==> src/rtl/core/tdb_pkg.sv <==
// Shared constants and types for the touch debounce trigger.
// Used by the top level and by its bound checker; depends on nothing.
`default_nettype none

package tdb_pkg;

    localparam int KEY_COUNT  = 12;
    localparam int TIME_BITS  = 32;
    localparam int STEP_W     = 10;
    localparam int THRESH_W   = 16;
    localparam int COUNT_W    = 17;
    localparam int CFG_DATA_W = 16;
    localparam int CFG_ADDR_W = 3;

    localparam int S_FIELDS_W = KEY_COUNT + 1 + TIME_BITS;
    localparam int S_DATA_W   = ((S_FIELDS_W + 7) / 8) * 8;
    localparam int M_FIELDS_W = 1 + KEY_COUNT + 1 + 1;
    localparam int M_DATA_W   = ((M_FIELDS_W + 7) / 8) * 8;
    localparam int M_PAD_W    = M_DATA_W - M_FIELDS_W;

    // Bit positions of the result word.
    localparam int M_FIRE_BIT    = 0;
    localparam int M_TOUCHED_BIT = KEY_COUNT + 1;
    localparam int M_ARMED_BIT   = KEY_COUNT + 2;

    localparam logic [STEP_W-1:0]   RST_POLL_STEP = STEP_W'(30);
    localparam logic [THRESH_W-1:0] RST_DETECT    = THRESH_W'(300);
    localparam logic [THRESH_W-1:0] RST_RELEASE   = THRESH_W'(300);
    localparam logic [THRESH_W-1:0] RST_COOLDOWN  = THRESH_W'(500);
    localparam logic [COUNT_W-1:0]  RST_REL_COUNT = COUNT_W'(300);
    localparam logic [COUNT_W-1:0]  COUNT_MAX     = {COUNT_W{1'b1}};

    typedef enum logic [CFG_ADDR_W-1:0] {
        CFG_IDLE_MASK    = 3'd0,
        CFG_POLL_STEP    = 3'd1,
        CFG_DETECT_TIME  = 3'd2,
        CFG_RELEASE_TIME = 3'd3,
        CFG_COOLDOWN     = 3'd4
    } cfg_index_t;

endpackage

`default_nettype wire

==> src/rtl/core/touch_debounce_trigger.sv <==
// Debounced touch-key trigger with cooldown, top level.
// Depends on tdb_pkg for widths, reset values and register indexes.
//
// Each input word is one sensor poll: the key bitmap, a read-valid flag and
// a millisecond timestamp. Each accepted poll produces exactly one result
// word with the fire flag, the active keys, the touched flag and the armed
// flag after the poll. The configuration port writes one register per cycle
// when cfg_wr_en is high and is meant to be used while no poll is in flight.
// A poll is held in an input register, then the debounce and trigger logic
// updates the state and loads the result register, where the result shows
// as valid. One poll per cycle is sustained while the receiver accepts
// results. When the receiver stalls, the result register holds its word
// and the input register holds one more poll; s_tready drops only when both
// are full. Synchronous reset restores the register defaults, arms the
// block, clears the touch counter, presets the release counter to 300 and
// empties both registers.
`default_nettype none

module touch_debounce_trigger (
    input  wire logic                             aclk,
    input  wire logic                             aresetn,
    input  wire logic                             s_tvalid,
    output logic                                  s_tready,
    // Fields from bit 0: key bitmap, read_ok, now_ms, zero padding.
    input  wire logic [tdb_pkg::S_DATA_W-1:0]     s_tdata,
    output logic                                  m_tvalid,
    input  wire logic                             m_tready,
    // Fields from bit 0: fire, live key map, touched, armed_now, zero padding.
    output logic [tdb_pkg::M_DATA_W-1:0]          m_tdata,
    input  wire logic                             cfg_wr_en,
    input  wire logic [tdb_pkg::CFG_ADDR_W-1:0]   cfg_addr,
    input  wire logic [tdb_pkg::CFG_DATA_W-1:0]   cfg_wdata
);

    localparam int KC = tdb_pkg::KEY_COUNT;
    localparam int TB = tdb_pkg::TIME_BITS;
    localparam int CW = tdb_pkg::COUNT_W;

    logic [KC-1:0]                  idle_mask_reg;
    logic [tdb_pkg::STEP_W-1:0]     poll_step_reg;
    logic [tdb_pkg::THRESH_W-1:0]   detect_time_reg;
    logic [tdb_pkg::THRESH_W-1:0]   release_time_reg;
    logic [tdb_pkg::THRESH_W-1:0]   cooldown_reg;

    logic          in_valid_reg;
    logic [KC-1:0] in_keys_reg;
    logic          in_ok_reg;
    logic [TB-1:0] in_now_reg;

    logic          armed_reg, armed_next;
    logic [CW-1:0] touch_cnt_reg, touch_cnt_next;
    logic [CW-1:0] rel_cnt_reg, rel_cnt_next;
    logic [KC-1:0] reported_reg, reported_next;
    logic [TB-1:0] last_fire_reg, last_fire_next;
    logic          has_fired_reg, has_fired_next;

    logic                              out_valid_reg;
    logic [tdb_pkg::M_FIELDS_W-1:0]    out_data_reg, out_data_next;

    logic          out_free;
    logic          advance;
    logic [KC-1:0] active;
    logic          touched;
    logic [CW:0]   touch_sum;
    logic [CW:0]   rel_sum;
    logic [CW-1:0] touch_sat;
    logic [CW-1:0] rel_sat;
    logic [TB-1:0] elapsed;
    logic          cool;
    logic          fresh;
    logic          fire;

    assign out_free = !out_valid_reg || m_tready;
    assign advance  = in_valid_reg && out_free;
    assign s_tready = !in_valid_reg || out_free;

    always_ff @(posedge aclk) begin
        if (!aresetn) begin
            idle_mask_reg    <= '0;
            poll_step_reg    <= tdb_pkg::RST_POLL_STEP;
            detect_time_reg  <= tdb_pkg::RST_DETECT;
            release_time_reg <= tdb_pkg::RST_RELEASE;
            cooldown_reg     <= tdb_pkg::RST_COOLDOWN;
        end else if (cfg_wr_en) begin
            case (cfg_addr)
                tdb_pkg::CFG_IDLE_MASK:    idle_mask_reg    <= cfg_wdata[KC-1:0];
                tdb_pkg::CFG_POLL_STEP:    poll_step_reg    <= cfg_wdata[tdb_pkg::STEP_W-1:0];
                tdb_pkg::CFG_DETECT_TIME:  detect_time_reg  <= cfg_wdata;
                tdb_pkg::CFG_RELEASE_TIME: release_time_reg <= cfg_wdata;
                tdb_pkg::CFG_COOLDOWN:     cooldown_reg     <= cfg_wdata;
                default: begin
                end
            endcase
        end
    end

    always_ff @(posedge aclk) begin
        if (!aresetn) begin
            in_valid_reg <= 1'b0;
        end else if (s_tready) begin
            in_valid_reg <= s_tvalid;
        end
    end

    always_ff @(posedge aclk) begin
        if (s_tvalid && s_tready) begin
            in_keys_reg <= s_tdata[KC-1:0];
            in_ok_reg   <= s_tdata[KC];
            in_now_reg  <= s_tdata[KC+TB:KC+1];
        end
    end

    assign active    = in_keys_reg & ~idle_mask_reg;
    assign touched   = |active;
    assign touch_sum = {1'b0, touch_cnt_reg} + (CW+1)'(poll_step_reg);
    assign rel_sum   = {1'b0, rel_cnt_reg} + (CW+1)'(poll_step_reg);
    assign touch_sat = touch_sum[CW] ? tdb_pkg::COUNT_MAX : touch_sum[CW-1:0];
    assign rel_sat   = rel_sum[CW] ? tdb_pkg::COUNT_MAX : rel_sum[CW-1:0];
    assign elapsed   = in_now_reg - last_fire_reg;
    assign cool      = !has_fired_reg || (elapsed >= TB'(cooldown_reg));
    assign fresh     = |(active & ~reported_reg);

    always_comb begin
        armed_next     = armed_reg;
        touch_cnt_next = touch_cnt_reg;
        rel_cnt_next   = rel_cnt_reg;
        reported_next  = reported_reg;
        last_fire_next = last_fire_reg;
        has_fired_next = has_fired_reg;
        fire           = 1'b0;
        if (in_ok_reg) begin
            if (touched) begin
                rel_cnt_next = '0;
                if (touch_cnt_reg < CW'(detect_time_reg)) begin
                    touch_cnt_next = touch_sat;
                end
            end else if (rel_cnt_reg < CW'(release_time_reg)) begin
                touch_cnt_next = '0;
                rel_cnt_next   = rel_sat;
                if (rel_sat >= CW'(release_time_reg)) begin
                    armed_next    = 1'b1;
                    reported_next = '0;
                end
            end else begin
                touch_cnt_next = '0;
            end
            if (touched && armed_reg && (touch_cnt_next >= CW'(detect_time_reg))
                    && cool && fresh) begin
                fire           = 1'b1;
                armed_next     = 1'b0;
                reported_next  = reported_reg | active;
                last_fire_next = in_now_reg;
                has_fired_next = 1'b1;
            end
            out_data_next = {armed_next, touched, active, fire};
        end else begin
            out_data_next = {armed_reg, 1'b0, {KC{1'b0}}, 1'b0};
        end
    end

    always_ff @(posedge aclk) begin
        if (!aresetn) begin
            armed_reg     <= 1'b1;
            touch_cnt_reg <= '0;
            rel_cnt_reg   <= tdb_pkg::RST_REL_COUNT;
            reported_reg  <= '0;
            last_fire_reg <= '0;
            has_fired_reg <= 1'b0;
        end else if (advance) begin
            armed_reg     <= armed_next;
            touch_cnt_reg <= touch_cnt_next;
            rel_cnt_reg   <= rel_cnt_next;
            reported_reg  <= reported_next;
            last_fire_reg <= last_fire_next;
            has_fired_reg <= has_fired_next;
        end
    end

    always_ff @(posedge aclk) begin
        if (!aresetn) begin
            out_valid_reg <= 1'b0;
        end else if (out_free) begin
            out_valid_reg <= in_valid_reg;
        end
    end

    always_ff @(posedge aclk) begin
        if (advance) begin
            out_data_reg <= out_data_next;
        end
    end

    assign m_tvalid = out_valid_reg;
    assign m_tdata  = {{tdb_pkg::M_PAD_W{1'b0}}, out_data_reg};

endmodule

`default_nettype wire

==> config.mk <==
export PLATFORM = sky130hd
export DESIGN_NAME = touch_debounce_trigger
export DESIGN_NICKNAME = d
export VERILOG_FILES = /design/src/rtl/core/tdb_pkg.sv /design/src/rtl/core/touch_debounce_trigger.sv
export SDC_FILE = /design/constraint.sdc
export NUM_CORES = 1
export LEC_CHECK = 0
export BUFFER_PORTS_ARGS = -buffer_cell sky130_fd_sc_hd__buf_2
export CORE_ASPECT_RATIO = 0.75
export CORE_MARGIN = 2
export CORE_UTILIZATION = 55
export DETAILED_ROUTE_END_ITERATION = 8
export GPL_TIMING_DRIVEN = 0
export PLACE_DENSITY_LB_ADDON = 0.15
export SYNTH_ARGS = -nofsm -noshare
export SYNTH_HDL_FRONTEND = slang
export SYNTH_SLANG_ARGS = --single-unit
==> constraint.sdc <==
create_clock -name aclk -period 12.5 [get_ports aclk]
set_input_delay 2.5 -clock aclk [delete_from_list [all_inputs] [get_ports aclk]]
set_output_delay 2.5 -clock aclk [all_outputs]
set_load 0.02 [all_outputs]
==> impl_metrics.py, run 1 <==
metrics = {
    "timing": {
        "finalCritPeriodShare_pct": 47.0,
        "layout_setup_ws_ns": 6.62,
        "tightest_slew_ns": 0.876,
        "hold_viol": 0,
        "timing.fmax_mhz": 170,
        "fin_skew_ns": 0.0119,
        "fin_setup_tns_ns": 0,
        "slew_violations": 0,
        "min_period_ns": 5.88,
        "slew-limit-headroom_pct": 41.2,
        "finalSetupViolCount": 0,
        "rsz0062_at_grt": "no",
    },
    "pwr": {
        "p_leak_uw": 0.00573,
        "clkPwrFrac_pct": 41.4,
        "p_comb_share_pct": 13.7,
        "p_per_area_nw_per_um2": 116,
        "p_int_uw": 1220,
        "ir_drop_v": 0.0000982,
        "power.switching_uw": 432,
        "netSwitchingFraction_pct": 26.2,
        "seqPwrFrac_pct": 44.9,
    },
    "yosys": {
        "synth-seq-cells": 212,
        "netlist.area_leader.share_pct": 24.1,
        "synth_nets": 1660,
        "synth_area_um2": 12600,
        "synth_area_leaders": "dfxtp_1 (24%), edfxtp_1 (14%), ha_1 (13%), nand2_1 (8.1%), a21oi_1 (5.1%)",
        "yosysWarnings": 0,
        "yosysMostFrequentCell": "nand2_1",
        "ys_seq_area_share_pct": 38.4,
        "syn_inst": 1456,
        "synthArstFlopShare_pct": 0,
        "yosys.area.top_type": "dfxtp_1",
        "synthTopCellsByCount": "nand2_1 (271), dfxtp_1 (152), a21oi_1 (129), ha_1 (129), inv_1 (99)",
        "syn_avg_cell_area_um2": 8.67,
        "synthFlopType": "dfxtp_1",
        "synth-edff-count": 60,
        "yosysUniqueCellTypes": 69,
    },
    "clock_network": {
        "clkTransAtPathRegs_ns": 0.07,
        "clk_latency_ns": 0.51,
        "cts.path.max_buffers": 3,
        "root_buffer": "clkbuf_16",
        "cts_hold_buf": 0,
        "post_cts_buffers": 0,
        "cts_buffers": 22,
        "cts.htree.levels": 1,
        "cts_resized": 0,
        "cts_tree": "yes",
        "clock_sinks": 212,
    },
    "placed_design": {
        "dp_cells": 1835,
        "port_buffers": 84,
        "gp_congestion": 0.977,
        "dp_hpwl_um": 26900,
        "place_area_um2": 13400,
        "post-place-ws_ns": 6.72,
    },
    "worst_setup_path": {
        "ff2ff_setup_slack_ns": 6.62,
        "path_cells": "ha_1 -> a21o_1 -> a21o_1 -> a21o_1 -> a41o_1 -> a41o_1 -> nand2_1 -> clkbuf_1 -> mux2i_1 -> nor2_1 -> ha_1 -> nand3_1 -> o21bai_1 -> a31oi_1 -> o311ai_0 -> a21oi_1 -> o31a_1 -> o41a_1 -> nand3_1 -> a21oi_2 -> buf_4 -> mux2i_1",
        "slowest_stage": "a21oi_2",
        "rr_worst_depth": 22,
        "worstSetupPathType": "reg -> reg",
        "endpoint_kind": "register",
        "worst_path_most_repeated_cell": "a21o_1",
        "required_ns": 12.93,
        "worstReg2RegEnd": "last_fire_reg[19]",
        "cpPeakStageDelay_ns": 0.53,
        "critPathLaunchType": "register",
        "critical_path.max_fanout": 10,
        "crit-reg2reg-launch": "touch_cnt_reg[10]",
        "worstPathArrival_ns": 6.31,
    },
    "detailed_routing": {
        "vias": 10900,
        "wl_um": 34800,
        "drc": 0,
        "drt_iter0_drc": 965,
        "via_per_inst": 5.84,
        "drtAntennaViolNets": 0,
        "detail_route.wl_per_cell_um": 18.6,
        "first_pass_iters": 6,
    },
    "global_routing": {
        "grt_pass1_wl_um": 54300,
        "grtUsageMet2_pct": 40.6,
        "grt_pass1_vias": 9942,
        "grtUsageMet3_pct": 5.42,
        "busiest_layer": "met1",
        "antenna_found_initial": 0,
        "globalRouteTotalUtil_pct": 28.9,
        "grt.overflow.total": 0,
        "grt_start_max_net_pins": 37,
        "met1_usage_pct": 45.2,
    },
    "outcome": {
        "status": "completed",
    },
    "hold_path": {
        "min_to": "release_time_reg[9]",
        "worstHoldStart": "release_time_reg[9]",
        "min_path_cells": 2,
        "hp-class": "reg -> reg",
    },
    "job": {
        "max-cap-violations": 0,
    },
    "floorplan": {
        "core_area_um2": 22300,
        "ioPinCount": 90,
        "initial_utilization_pct": 56.6,
        "dieArea_um2": 24200,
        "num_rows": 47,
        "die_w_um": 179,
        "die_h_um": 135,
    },
    "cells_and_area": {
        "final_area_um2": 14200,
        "final_cells": 1875,
        "drive_above_1_share_pct": 9.30,
        "synthToLayoutAreaGrowth_pct": 12.3,
        "num-nets-final": 1769,
        "diodes": 0,
    },
}
## layer usage
layer / vias to the layer above / share of wire [%]
li1: 5386 / -
met1: 5142 / 50
met2: 372 / 40
met3: 49 / 8.4
met4: 0 / 2.1
met5: - / 0
## cell usage in the layout, fill, tap and decap left out, types with 5 or more instances in the layout
cell / count
clkinv_2: 8
xor2_1: 23
o211ai_1: 20
nor2b_1: 37
nand2b_1: 11
edfxtp_1: 60
a211o_1: 5
nor3_1: 17
a221o_1: 5
or2_2: 7
mux2i_1: 41
a211oi_1: 18
nor2_1: 60
nand3_1: 21
a32o_1: 12
and3_1: 13
buf_2: 88
or3_1: 8
clkbuf_16: 23
and2_1: 20
o21bai_1: 5
nand4_1: 17
a2111oi_0: 6
a22oi_1: 13
clkbuf_1: 55
xnor2_1: 23
o21ai_0: 52
nand2_1: 271
ha_1: 129
a21o_1: 36
a31oi_1: 11
inv_1: 99
dfxtp_1: 152
a21oi_1: 129
o21a_1: 9
nor4_1: 5
## power by group through the flow
stage | Sequential, uW | Clock (uW) | Combinational (uW)
after floorplan | 753 | 0 | 149
after global placement | 755 | 0 | 216
after detailed placement | 755 | 0 | 221
after CTS | 740 | 696 | 223
after global routing | 741 | 721 | 251
final | 740 | 684 | 226
## stage by stage
| stage | hold WS (ns) | utilization, % | power, uW |
|---|---|---|---|
| after floorplan | 0.433 | - | 902 |
| after global placement | 0.442 | 60.1 | 971 |
| after detailed placement | 0.446 | 60.2 | 975 |
| after CTS | 0.456 | 63.6 | 1660 |
| after global routing | 0.476 | 63.6 | 1710 |
| final | 0.456 | 63.6 | 1650 |
## critical path: cells and delay by family (launching register included)
| family | cells | cell delay, ns |
|---|---|---|
| AOI/OAI and AO/OA | 12 | 2.71 |
| buffers and inverters | 2 | 0.83 |
| adders and majority gates | 2 | 0.65 |
| and+or+nand+nor | 4 | 0.61 |
| muxes | 2 | 0.50 |
| DFF | 1 | 0.46 |
## worst max-delay path by stage
stage / start / endpoint / slack (ns) / cells after the start
floorplan: m_tready / s_tready / 7.17 / 2
global placement: touch_cnt_reg[10] / last_fire_reg[4] / 6.78 / 22
detailed placement: touch_cnt_reg[10] / last_fire_reg[20] / 6.72 / 22
CTS: touch_cnt_reg[10] / last_fire_reg[19] / 6.66 / 22
global route: touch_cnt_reg[10] / last_fire_reg[14] / 6.20 / 22
finish: touch_cnt_reg[10] / last_fire_reg[19] / 6.62 / 22
## cell type report
class / instances / area [um2]
buffer: 63 / 265
fill: 1956 / 8120
clock buffer: 27 / 601
tap: 294 / 368
inverter: 100 / 375
sequential: 212 / 4840
multi-input combinational: 1081 / 7130
timing repair buffer: 85 / 440
clock inverter: 13 / 138
## cell families (layout without fill, tap and decap cells)
logic type	after synthesis	in the layout	synth area share, %
AOI/OAI and AO/OA	364	364	18.9
xor gates and xnor gates	46	46	3.19
adders and majority gates	132	132	13.3
buffers and inverters	163	288	5.08
DFF	212	212	38.4
muxes	41	41	3.25
other	1	1	0.0297
and+or+nand+nor	497	497	17.9
Note: power is estimated with default switching activity, not from simulation.
==> run 2, diff against run 1 <==
- clock period: 12.5 -> 5.48 ns (I/O delays scaled with it)
==> run 2 against run 1 <==
Against the previous run:
- design area grew 1.2%
- non-clock buffer count grew 4
- hold slack is essentially flat
- combinational power grew 130%
==> impl_metrics.py, run 2 (same netlist as run 1, synthesis figures left out) <==
metrics = {
    "cells_and_area": {
        "layout_common_cells": "nand2_1 (270), dfxtp_1 (151), ha_1 (128)",
        "fillers": 1935,
        "synthToLayoutAreaGrowth_pct": 13.6,
        "drive_above_1_share_pct": 10.3,
        "diodes": 0,
        "final_common_cell": "nand2_1",
        "multiInputGateArea_um2": 7220,
        "seqCellArea_um2": 4850,
        "num-nets-final": 1773,
    },
    "floorplan": {
        "initial_utilization_pct": 56.6,
        "ioPinCount": 90,
        "core_area_um2": 22300,
        "die_h_um": 135,
        "die_w_um": 179,
        "dieArea_um2": 24200,
        "num_rows": 47,
    },
    "clock_network": {
        "root_buffer": "clkbuf_16",
        "clk_latency_ns": 0.51,
        "cts.path.max_buffers": 3,
        "cts_tree": "yes",
        "clock_sinks": 212,
        "cts.htree.levels": 1,
        "clkTransAtPathRegs_ns": 0.06,
        "cts_buffers": 22,
    },
    "global_routing": {
        "grt_start_max_net_pins": 37,
        "globalRouteTotalUtil_pct": 29.0,
        "grt_pass1_wl_um": 54500,
        "antenna_found_initial": 0,
        "grt.overflow.total": 0,
        "grt_pass1_vias": 9953,
    },
    "worst_setup_path": {
        "critical_path.max_fanout": 6,
        "ff2ff_setup_slack_ns": 0.26,
        "required_ns": 5.88,
        "rr_worst_depth": 22,
        "crit-reg2reg-launch": "in_now_reg[0]",
        "critPathLaunchType": "register",
        "worstReg2RegEnd": "reported_reg[5]",
        "endpoint_kind": "register",
        "worstSetupPathType": "reg -> reg",
        "worstPathArrival_ns": 5.62,
    },
    "detailed_routing": {
        "vias": 11000,
        "via_per_inst": 5.85,
        "wl_um": 35100,
        "drt_iter0_drc": 1065,
        "drtAntennaViolNets": 0,
        "first_pass_iters": 5,
        "drc": 0,
        "detail_route.wl_per_cell_um": 18.7,
    },
    "timing": {
        "min_period_ns": 5.22,
        "hold_viol": 0,
        "rsz0062_at_grt": "no",
        "fin_skew_ns": 0.0105,
        "layout_setup_ws_ns": 0.265,
        "slew_violations": 0,
        "timing.fmax_mhz": 192,
        "tightest_slew_ns": 0.855,
        "slew-limit-headroom_pct": 43.0,
        "finalCritPeriodShare_pct": 95.2,
        "holdWs_ns": 0.456,
        "finalSetupViolCount": 0,
    },
    "outcome": {
        "status": "completed",
    },
    "pwr": {
        "p_leak_uw": 0.00578,
        "p_per_area_nw_per_um2": 263,
        "ir_drop_v": 0.000224,
    },
    "placed_design": {
        "dp_hpwl_um": 26900,
        "post-place-ws_ns": -0.302,
        "port_buffers": 84,
        "gp_congestion": 0.977,
    },
    "hold_path": {
        "hp-class": "reg -> reg",
        "min_path_cells": 2,
        "min_to": "release_time_reg[4]",
        "worstHoldStart": "release_time_reg[4]",
    },
    "job": {
        "max-cap-violations": 0,
    },
}
run 2: cell type report:
type / count / area share, %
buffer: 63 / 1.98
clock buffer: 27 / 4.19
clock inverter: 13 / 0.960
inverter: 100 / 2.62
multi-input combinational: 1081 / 50.4
sequential: 212 / 33.8
tap: 294 / 2.57
timing repair buffer: 89 / 3.52
run 2: metal layers:
layer | track usage [%] | up-vias | wire, um
met2 | 40.8 | 408 | 14000
met3 | 5.42 | 50 | 3130
met4 | 6.87 | 0 | 768
met5 | 0 | - | 0
met1 | 45.4 | 5146 | 17300
li1 | - | 5391 | -
run 2: what timing repair did:
action	4_1_cts	5_1_grt
pin swaps	1	6
cloned	0	1
endpoints found under the setup margin	48	48
gates resized for setup	6	22
setup buffers	1	2
hold buffers	0	0
run 2: where the power goes:
group / internal (uW) / total (uW) / switching, uW
clock network: 919 / 1560 / 639
logic: 203 / 528 / 325
registers: 1660 / 1690 / 28.4
run 2: worst max-delay path, stage by stage, from the launching register on:
cell and delay, ns:
edfxtp_1 0.43, inv_1 0.09, ha_2 0.19, inv_1 0.05, fa_2 0.34, a21o_1 0.19, a311o_1 0.32, inv_1 0.07
o21ai_1 0.09, a21o_1 0.21, a21oi_2 0.14, xnor2_1 0.16, ha_1 0.28, a21o_1 0.18, a211o_1 0.31, a2111oi_4 0.33
o31a_1 0.24, nor4_1 0.09, a2111o_1 0.34, nor4_4 0.39, a21oi_4 0.18, clkbuf_16 0.21, a32o_1 0.25
run 2: through the flow:
stage	power, uW	cell area [um2]	std cells	setup TNS, ns	utilization [%]
final	3770	14300	1879	0	64.3
after global routing	3920	14300	1879	0	64.3
after CTS	3790	14200	1876	0	63.7
after detailed placement	2220	13400	1835	-10.29	60.2
after global placement	2210	13400	1834	-8.88	60.1
after floorplan	2060	12600	1456	0	-
run 2: worst max-delay path by stage:
stage	slack [ns]	end	cells after the start	startpoint
4_1_cts	0.03	reported_reg[6]	22	touch_cnt_reg[10]
2_1_floorplan	0.61	reported_reg[10]	22	in_now_reg[0]
3_5_place_dp	-0.30	last_fire_reg[20]	22	touch_cnt_reg[10]
3_3_place_gp	-0.24	last_fire_reg[4]	22	touch_cnt_reg[10]
6_report	0.26	reported_reg[5]	22	in_now_reg[0]
5_1_grt	0.04	reported_reg[5]	22	in_now_reg[0]
==> run 3, diff against run 2 <==
- RECOVER_POWER: not set -> 100
==> run 3 against run 2 <==
Against the previous run:
- the flow now finishes with violations (max-capacitance violations, max-slew violations)
- global-route usage did not move
- clock-buffer cell count is the same
- clock power is essentially flat
- first-iteration DRC count shrank 5.7%
- highest routed layer unchanged
- register-to-register slack worse by 0.04 ns
- power decreased by 0.10%
- maximum frequency is 0.79% lower
- combinational power shrank 1%
- non-clock buffer count did not move
==> impl_metrics.py, run 3 (same netlist as run 1, synthesis figures left out) <==
metrics = {
    "pwr": {
        "p_int_uw": 2780,
        "p_per_area_nw_per_um2": 264,
        "p_leak_uw": 0.00570,
        "netSwitchingFraction_pct": 26.3,
        "p_comb_share_pct": 13.8,
        "fin_total_pwr_uw": 3770,
        "seqPwrFrac_pct": 44.8,
        "power.switching_uw": 992,
        "clkPwrFrac_pct": 41.4,
        "ir_drop_v": 0.000224,
    },
    "floorplan": {
        "ioPinCount": 90,
        "num_rows": 47,
        "core_area_um2": 22300,
        "initial_utilization_pct": 56.6,
        "die_w_um": 179,
        "dieArea_um2": 24200,
        "die_h_um": 135,
    },
    "hold_path": {
        "hp-class": "reg -> reg",
    },
    "cells_and_area": {
        "drive_above_1_share_pct": 8.52,
        "seqCellArea_um2": 4850,
        "num-nets-final": 1773,
        "final_common_cell": "nand2_1",
        "multiInputGateArea_um2": 7210,
        "synthToLayoutAreaGrowth_pct": 13.1,
        "fillers": 1960,
        "diodes": 0,
        "layout_common_cells": "nand2_1 (270), dfxtp_1 (151), ha_1 (128)",
    },
    "global_routing": {
        "grt_start_max_net_pins": 37,
        "grt_pass1_wl_um": 54500,
        "grt_pass1_vias": 9953,
        "antenna_found_initial": 0,
        "globalRouteTotalUtil_pct": 29.0,
        "grt.overflow.total": 0,
    },
    "timing": {
        "layout_setup_ws_ns": 0.224,
        "timing.fmax_mhz": 190,
        "slew-limit-headroom_pct": -34.0,
        "finalSetupViolCount": 0,
        "slew_violations": 37,
        "finalCritPeriodShare_pct": 95.9,
        "tightest_slew_ns": 2.01,
        "rsz0062_at_grt": "no",
        "fin_skew_ns": 0.0138,
        "min_period_ns": 5.26,
        "hold_viol": 0,
    },
    "placed_design": {
        "dp_hpwl_um": 26900,
        "post-place-ws_ns": -0.302,
        "port_buffers": 84,
        "gp_congestion": 0.977,
    },
    "outcome": {
        "status": "complete, but fails checks",
        "violations": "max-capacitance violations, max-slew violations",
    },
    "detailed_routing": {
        "wl_um": 35100,
        "via_per_inst": 5.85,
        "detail_route.wl_per_cell_um": 18.7,
        "drc": 0,
        "vias": 11000,
        "drt_iter0_drc": 1004,
        "drtAntennaViolNets": 0,
        "first_pass_iters": 5,
    },
    "clock_network": {
        "clock_sinks": 212,
        "clkTransAtPathRegs_ns": 0.06,
        "clk_latency_ns": 0.52,
        "cts.path.max_buffers": 3,
        "cts.htree.levels": 1,
        "root_buffer": "clkbuf_16",
        "cts_buffers": 22,
        "cts_tree": "yes",
        "cts_hold_buf": 0,
    },
    "job": {
        "max-cap-violations": 1,
    },
    "worst_setup_path": {
        "worstPathArrival_ns": 5.66,
        "crit_end": "reported_reg[5]",
        "startpoint": "in_now_reg[0]",
        "crit-reg2reg-launch": "in_now_reg[0]",
        "worstSetupPathType": "reg -> reg",
        "required_ns": 5.88,
        "endpoint_kind": "register",
        "critPathLaunchType": "register",
        "critical_path.max_fanout": 6,
        "worstReg2RegEnd": "reported_reg[5]",
        "ff2ff_setup_slack_ns": 0.22,
        "rr_worst_depth": 22,
    },
}
-- run 3: worst min-delay path by stage --
stage	start	endpoint	slack, ns	cells after the start
final	release_time_reg[4]	release_time_reg[4]	0.46	2
after global routing	reported_reg[9]	reported_reg[9]	0.48	1
after CTS	detect_time_reg[4]	detect_time_reg[4]	0.46	2
after detailed placement	last_fire_reg[8]	last_fire_reg[8]	0.45	2
after global placement	last_fire_reg[25]	last_fire_reg[25]	0.44	2
after floorplan	has_fired_reg	has_fired_reg	0.43	1
-- run 3: area by class of cell --
cell class / count / area share (%)
flip-flops and latches: 212 / 34.0
plain buffers: 63 / 1.99
repair buffers: 89 / 3.12
well taps: 294 / 2.58
clock buffers: 27 / 4.21
multi-input cells: 1081 / 50.5
inverters: 100 / 2.63
clock inverters: 13 / 0.965
-- run 3: metal layers --
metal,GRT usage [%],part of all wire (%)
met1,45.4,49
met2,40.8,40
met5,0,0
met4,6.87,2.2
met3,5.42,8.9
-- run 3: power by group through the flow --
stage | combinational (uW) | sequential, uW | clock (uW)
floorplan | 340 | 1720 | 0
detailed placement | 503 | 1720 | 0
CTS | 511 | 1690 | 1590
global route | 579 | 1690 | 1650
finish | 522 | 1690 | 1560
global placement | 493 | 1720 | 0
-- run 3: what timing repair did --
action,4_1_cts,5_1_grt
gates cloned,0,1
pin swaps,1,6
setup endpoints to repair,48,48
gates resized for setup,6,22
buffers inserted,1,2
-- run 3: critical path, stage by stage, from the launching register on --
cell	delay, ns
edfxtp_1	0.43
inv_1	0.09
ha_2	0.19
inv_1	0.05
fa_2	0.34
a21o_1	0.19
a311o_1	0.32
inv_1	0.07
o21ai_1	0.09
a21o_1	0.20
a21oi_1	0.17
xnor2_1	0.17
ha_1	0.28
a21o_1	0.18
a211o_1	0.31
a2111oi_4	0.33
o31a_1	0.23
nor4_1	0.09
a2111o_1	0.34
nor4_4	0.39
a21oi_4	0.19
clkbuf_16	0.21
a32o_1	0.25
-- run 3: metrics by stage --
| step | instance area, um2 | setup TNS, ns | hold slack (ns) | instances | utilization [%] |
|---|---|---|---|---|---|
| final | 14300 | 0 | 0.456 | 1879 | 64.0 |
| after global routing | 14300 | 0 | 0.476 | 1879 | 64.0 |
| after CTS | 14200 | 0 | 0.456 | 1876 | 63.7 |
| after detailed placement | 13400 | -10.29 | 0.446 | 1835 | 60.2 |
| after global placement | 13400 | -8.88 | 0.442 | 1834 | 60.1 |
| after floorplan | 12600 | 0 | 0.433 | 1456 | - |
